## src/gdfo_pkg.sv

```systemverilog
`timescale 1ns / 1ps
// ----------------------------------------------------------------------------
// gdfo_pkg
// Shared widths, codes and controller/datapath types of the depth-first
// search block.
// ----------------------------------------------------------------------------
package gdfo_pkg;

	localparam int MAX_VERTICES_DEF = 64;
	localparam int VTX_W            = 7;
	localparam int TIME_W           = 8;
	localparam int CFG_IDX_W        = 1;
	localparam int CFG_DATA_W       = 7;

	localparam logic [VTX_W-1:0] VCOUNT_RESET = 7'd64;

	typedef enum logic [1:0] {
		FUNC_ADD_ARC  = 2'd0,
		FUNC_ADD_EDGE = 2'd1,
		FUNC_CLEAR    = 2'd2,
		FUNC_ORDER    = 2'd3
	} func_t;

	localparam logic [CFG_IDX_W-1:0] CFG_VERTEX_COUNT    = 1'b0;
	localparam logic [CFG_IDX_W-1:0] CFG_WALK_TRANSPOSED = 1'b1;

	typedef enum logic [3:0] {
		ST_IDLE,
		ST_ARC_RD,
		ST_ARC_WR,
		ST_START_RD,
		ST_START_CHK,
		ST_ROW_RD,
		ST_ROW_CHK,
		ST_POP,
		ST_EMIT_SET,
		ST_EMIT_RD,
		ST_EMIT_TBL,
		ST_EMIT_OUT
	} state_t;

	// controller to datapath
	typedef struct packed {
		logic take;
		logic arc_rd;
		logic arc_wr;
		logic arc_swap;
		logic start_rd;
		logic start_take;
		logic next_start;
		logic row_rd;
		logic push;
		logic finish;
		logic pop_take;
		logic emit_set;
		logic emit_rd;
		logic emit_tbl;
		logic emit_out;
	} cmd_t;

	// datapath to controller
	typedef struct packed {
		logic arc_go;
		logic walk_go;
		logic second_pass;
		logic start_ok;
		logic k_last;
		logic has_cand;
		logic depth_zero;
		logic emit_last;
		logic out_free;
	} stat_t;

endpackage

```

## src/gdfo_ctrl.sv

```systemverilog
`timescale 1ns / 1ps
// ----------------------------------------------------------------------------
// gdfo_ctrl
// Sequencer for arc updates, the depth-first walk and result emission.
// ----------------------------------------------------------------------------
module gdfo_ctrl (
	input  logic              clk,
	input  logic              arst_n,
	input  logic              in_valid,
	output logic              in_ready,
	input  gdfo_pkg::stat_t   st,
	output gdfo_pkg::cmd_t    cmd
);

	gdfo_pkg::state_t state_q, state_d;

	// state register
	always_ff @(posedge clk or negedge arst_n) begin
		if (!arst_n) begin
			state_q <= gdfo_pkg::ST_IDLE;
		end else begin
			state_q <= state_d;
		end
	end

	// next state and commands
	always_comb begin
		state_d  = state_q;
		cmd      = '0;
		in_ready = 1'b0;
		unique case (state_q)
			gdfo_pkg::ST_IDLE: begin
				in_ready = st.out_free;
				if (in_valid && st.out_free) begin
					cmd.take = 1'b1;
					if (st.arc_go) state_d = gdfo_pkg::ST_ARC_RD;
					else if (st.walk_go) state_d = gdfo_pkg::ST_START_RD;
				end
			end
			gdfo_pkg::ST_ARC_RD: begin
				cmd.arc_rd = 1'b1;
				state_d    = gdfo_pkg::ST_ARC_WR;
			end
			gdfo_pkg::ST_ARC_WR: begin
				cmd.arc_wr = 1'b1;
				if (st.second_pass) begin
					cmd.arc_swap = 1'b1;
					state_d      = gdfo_pkg::ST_ARC_RD;
				end else begin
					state_d = gdfo_pkg::ST_IDLE;
				end
			end
			gdfo_pkg::ST_START_RD: begin
				cmd.start_rd = 1'b1;
				state_d      = gdfo_pkg::ST_START_CHK;
			end
			gdfo_pkg::ST_START_CHK: begin
				if (st.start_ok) begin
					cmd.start_take = 1'b1;
					state_d        = gdfo_pkg::ST_ROW_RD;
				end else if (st.k_last) begin
					state_d = gdfo_pkg::ST_EMIT_SET;
				end else begin
					cmd.next_start = 1'b1;
					state_d        = gdfo_pkg::ST_START_RD;
				end
			end
			gdfo_pkg::ST_ROW_RD: begin
				cmd.row_rd = 1'b1;
				state_d    = gdfo_pkg::ST_ROW_CHK;
			end
			gdfo_pkg::ST_ROW_CHK: begin
				if (st.has_cand) begin
					cmd.push = 1'b1;
					state_d  = gdfo_pkg::ST_ROW_RD;
				end else begin
					cmd.finish = 1'b1;
					if (!st.depth_zero) state_d = gdfo_pkg::ST_POP;
					else if (st.k_last) state_d = gdfo_pkg::ST_EMIT_SET;
					else begin
						cmd.next_start = 1'b1;
						state_d        = gdfo_pkg::ST_START_RD;
					end
				end
			end
			gdfo_pkg::ST_POP: begin
				cmd.pop_take = 1'b1;
				state_d      = gdfo_pkg::ST_ROW_RD;
			end
			gdfo_pkg::ST_EMIT_SET: begin
				cmd.emit_set = 1'b1;
				state_d      = gdfo_pkg::ST_EMIT_RD;
			end
			gdfo_pkg::ST_EMIT_RD: begin
				cmd.emit_rd = 1'b1;
				state_d     = gdfo_pkg::ST_EMIT_TBL;
			end
			gdfo_pkg::ST_EMIT_TBL: begin
				cmd.emit_tbl = 1'b1;
				state_d      = gdfo_pkg::ST_EMIT_OUT;
			end
			gdfo_pkg::ST_EMIT_OUT: begin
				if (st.out_free) begin
					cmd.emit_out = 1'b1;
					state_d = st.emit_last ? gdfo_pkg::ST_IDLE : gdfo_pkg::ST_EMIT_RD;
				end
			end
			default: state_d = gdfo_pkg::ST_IDLE;
		endcase
	end

endmodule

```

## config.mk

```make
export PLATFORM = sky130hd
export DESIGN_NAME = gdfo_ctrl
export DESIGN_NICKNAME = d
export VERILOG_FILES = /design/src/gdfo_pkg.sv /design/src/gdfo_ctrl.sv
export SDC_FILE = /design/constraint.sdc
export NUM_CORES = 1
export LEC_CHECK = 0
export BUFFER_PORTS_ARGS = -buffer_cell sky130_fd_sc_hd__buf_2
export CELL_PAD_IN_SITES_DETAIL_PLACEMENT = 1
export CELL_PAD_IN_SITES_GLOBAL_PLACEMENT = 1
export CORE_ASPECT_RATIO = 1.25
export CORE_MARGIN = 2
export CORE_UTILIZATION = 27
export CTS_CLUSTER_DIAMETER = 60
export CTS_CLUSTER_SIZE = 14
export DETAILED_ROUTE_END_ITERATION = 7
export GPL_TIMING_DRIVEN = 1
export PLACE_DENSITY_LB_ADDON = 0.2
export SYNTH_ARGS = -nofsm -noshare
export SYNTH_HDL_FRONTEND = slang
export SYNTH_SLANG_ARGS = --single-unit
export TNS_END_PERCENT = 50
```

## constraint.sdc

```tcl
create_clock -name clk -period 1.85 [get_ports clk]
set_clock_uncertainty 0.15 [all_clocks]
set_input_delay 0.185 -clock clk [delete_from_list [all_inputs] [get_ports clk]]
set_output_delay 0.185 -clock clk [all_outputs]
set_load 0.005 [all_outputs]
```

==> impl_metrics.ini <==
[clock_tree]
cts.sinks = 4
numCtsBuffers = 3
clkLatencyLatePin_ns = 0.23
clkTransAtPathRegs_ns = 0.04
cts_max_level = 1
cts_root_buf = clkbuf_4
cts_tree = done
clock_path_buffers = 2
post_cts_buffers = 0

[routing]
antenna_left = 0
drc = 0
drt_pass1_iterations = 2
viasPerCell = 5.06
vias = 551
drt_iter0_markers = 1
routed_wl_um = 1410
wire_per_inst_um = 12.9

[finish]
drive_above_1_share = 0.462
final_util = 0.401
largestRegisters = state_q: 4 flops
n_fill_cell = 220
area_growth_pct = 36.4
regMostFlops = state_q
mostFrequentLayoutCell = buf_2
final_cell_mix = buf_2 (27), nor2_1 (7), inv_1 (5), a31oi_1 (5)
nets = 105
diodes = 0
largest_reg_flops = 4

[critical_path]
worst_setup_path_end_kind = output port
crit_arrival_ns = 1.38
critPathRequiredTime_ns = 1.51
cp_max_fo = 11
crit_type = flop to output port
start_kind = flop

[sta]
fin_crit_sh = 0.927
fin_crit_ns = 1.71
worstMarginPinSlew_ns = 0.454
final_max_slew_viol_count = 0
rsz0062_at_grt = true
fmax_mhz = 583
slew_headroom = 0.689
setup_viol = 0
hold_viol_final = 0
fin_ws_ns = 0.135

[pwr]
p_per_area_nw_per_um2 = 1410
power.share.combinational = 0.546
ir_worst_vdd_mv = 0.571
cellLeakagePower_nw = 0.317
seq_power_share = 0.335
sw_frac_of_total = 0.497
internal-power_mw = 0.454
p_clk_frac = 0.120
p_switching_mw = 0.448

[yosys]
synth.net_count = 76
ys_types = 33
ys_seq_area_frac = 0.213
syn_area_um2 = 470
synth-seq-cells = 4
syn_area_per_cell_um2 = 7.35
synthCells = 64
yosysWarnings = 0

[placed_design]
routabilityCongestion = 0.743
port_buffers = 27
pre_cts_slack_ns = 0.217
dp_hpwl_um = 1110

[floorplan]
die_h_um = 50.7
boundaryPins = 28
rows = 16
fp.dieW_um = 41.3
coreArea_um2 = 1600
start_util = 0.294
die-area_um2 = 2090

[hold_path]
hold_class = input port to asynchronous set/reset pin

[flow_run]
max_cap_violations = 0

[grt]
grt_overflow_total = 0
grt_usage = 0.160
grt_max_degree = 16
antenna_found_initial = 0
grt_pass1_vias = 545
grt_pass1_wl_um = 2280

[outcome]
status = complete, no violations
kinds of logic after synthesis:
logic type,count (synthesis),synth area share
AOI/OAI and AO/OA,18,0.266
buffers and inverters,10,0.109
DFF,4,0.213
muxes,1,0.0213
and+or+nand+nor,31,0.391
what timing repair did:
item,in CTS,in global routing
pin swaps,0,0
endpoints found under the setup margin,1,6
hold endpoints to repair,4,0
hold buffers,1,0
gates cloned,0,0
resized for setup,2,3
final timing paths:
| path | startpoint | to | slack (ns) | depth (start not counted) |
|---|---|---|---|---|
| worst min register to register | state_q[3] | state_q[2] | 0.43 | 1 |
| worst max register to register | state_q[0] | state_q[0] | 0.29 | 4 |
| max in group asynchronous | arst_n | state_q[1] | 1.29 | 2 |
| min in group clk | st[0] | state_q[1] | 0.17 | 3 |
| worst min-delay path | arst_n | state_q[3] | 0.13 | 2 |
| worst max-delay path | state_q[3] | cmd[8] | 0.14 | 5 |
critical path, stage by stage (launching register included):
cell and delay, ns:
dfrtp_2 0.48, nand2b_1 0.23, nor2_2 0.16, nand2_1 0.07
nor2_1 0.08, buf_2 0.11
metal layers:
layer / part of all wire / track usage / vias to the layer above
met3: 0.048 / 0.0265 / 2
li1: - / - / 291
met2: 0.52 / 0.258 / 17
met4: 0.016 / 0.0806 / 0
met1: 0.41 / 0.193 / 241
met5: 0 / 0 / -
through the flow:
stage	total power, mW	hold slack [ns]	cell area (um2)	TNS (ns)	instances
2_1_floorplan	0.649	-0.261	470	0	64
6_report	0.903	0.135	642	0	109
4_1_cts	0.906	0.133	634	0	109
5_1_grt	1.01	0.155	642	-0.0143	109
3_3_place_gp	0.787	-0.160	599	0	105
3_5_place_dp	0.787	-0.159	599	0	105
area by class of cell:
cell class,instances,area (um2),area share
multi-input cells,50,324,0.505
repair buffers,28,145,0.226
flip-flops and latches,4,105,0.164
clock buffers,3,22.5,0.0351
inverters,6,22.5,0.0351
well taps,18,22.5,0.0351
synth_stat cells:
cell       number  share of area
a21bo_1         1          0.021
a2111oi_0       1          0.019
nor3_1          5          0.053
nor4_2          1          0.027
o22ai_1         1          0.013
nor2_2          1          0.013
buf_6           1          0.024
nor2_1          7          0.056
o31ai_1         2          0.032
a31oi_1         5          0.066
buf_2           2          0.021
buf_4           1          0.016
nand4_1         1          0.013
or3_1           1          0.013
nor3b_1         1          0.016
nand2_2         1          0.013
nand2b_1        4          0.053
o211ai_1        1          0.016
and2_1          2          0.027
nand2_1         2          0.016
or4_4           1          0.024
o211ai_2        1          0.027
nand4bb_1       1          0.024
and3_1          1          0.013
nor4_1          1          0.013
dfrtp_1         4           0.21
nand3b_1        1          0.016
o21ai_2         1          0.019
mux2i_1         1          0.021
inv_1           5          0.040
o21ai_1         3          0.032
inv_2           1         0.0080
a21oi_1         2          0.021
power groups by stage:
stage / combinational [mW] / clock (mW) / sequential (mW)
2_1_floorplan: 0.480 / 0 / 0.169
3_3_place_gp: 0.495 / 0 / 0.292
3_5_place_dp: 0.495 / 0 / 0.292
4_1_cts: 0.499 / 0.112 / 0.295
5_1_grt: 0.566 / 0.119 / 0.322
6_report: 0.492 / 0.108 / 0.302
Power figures use the tool's default switching activity.
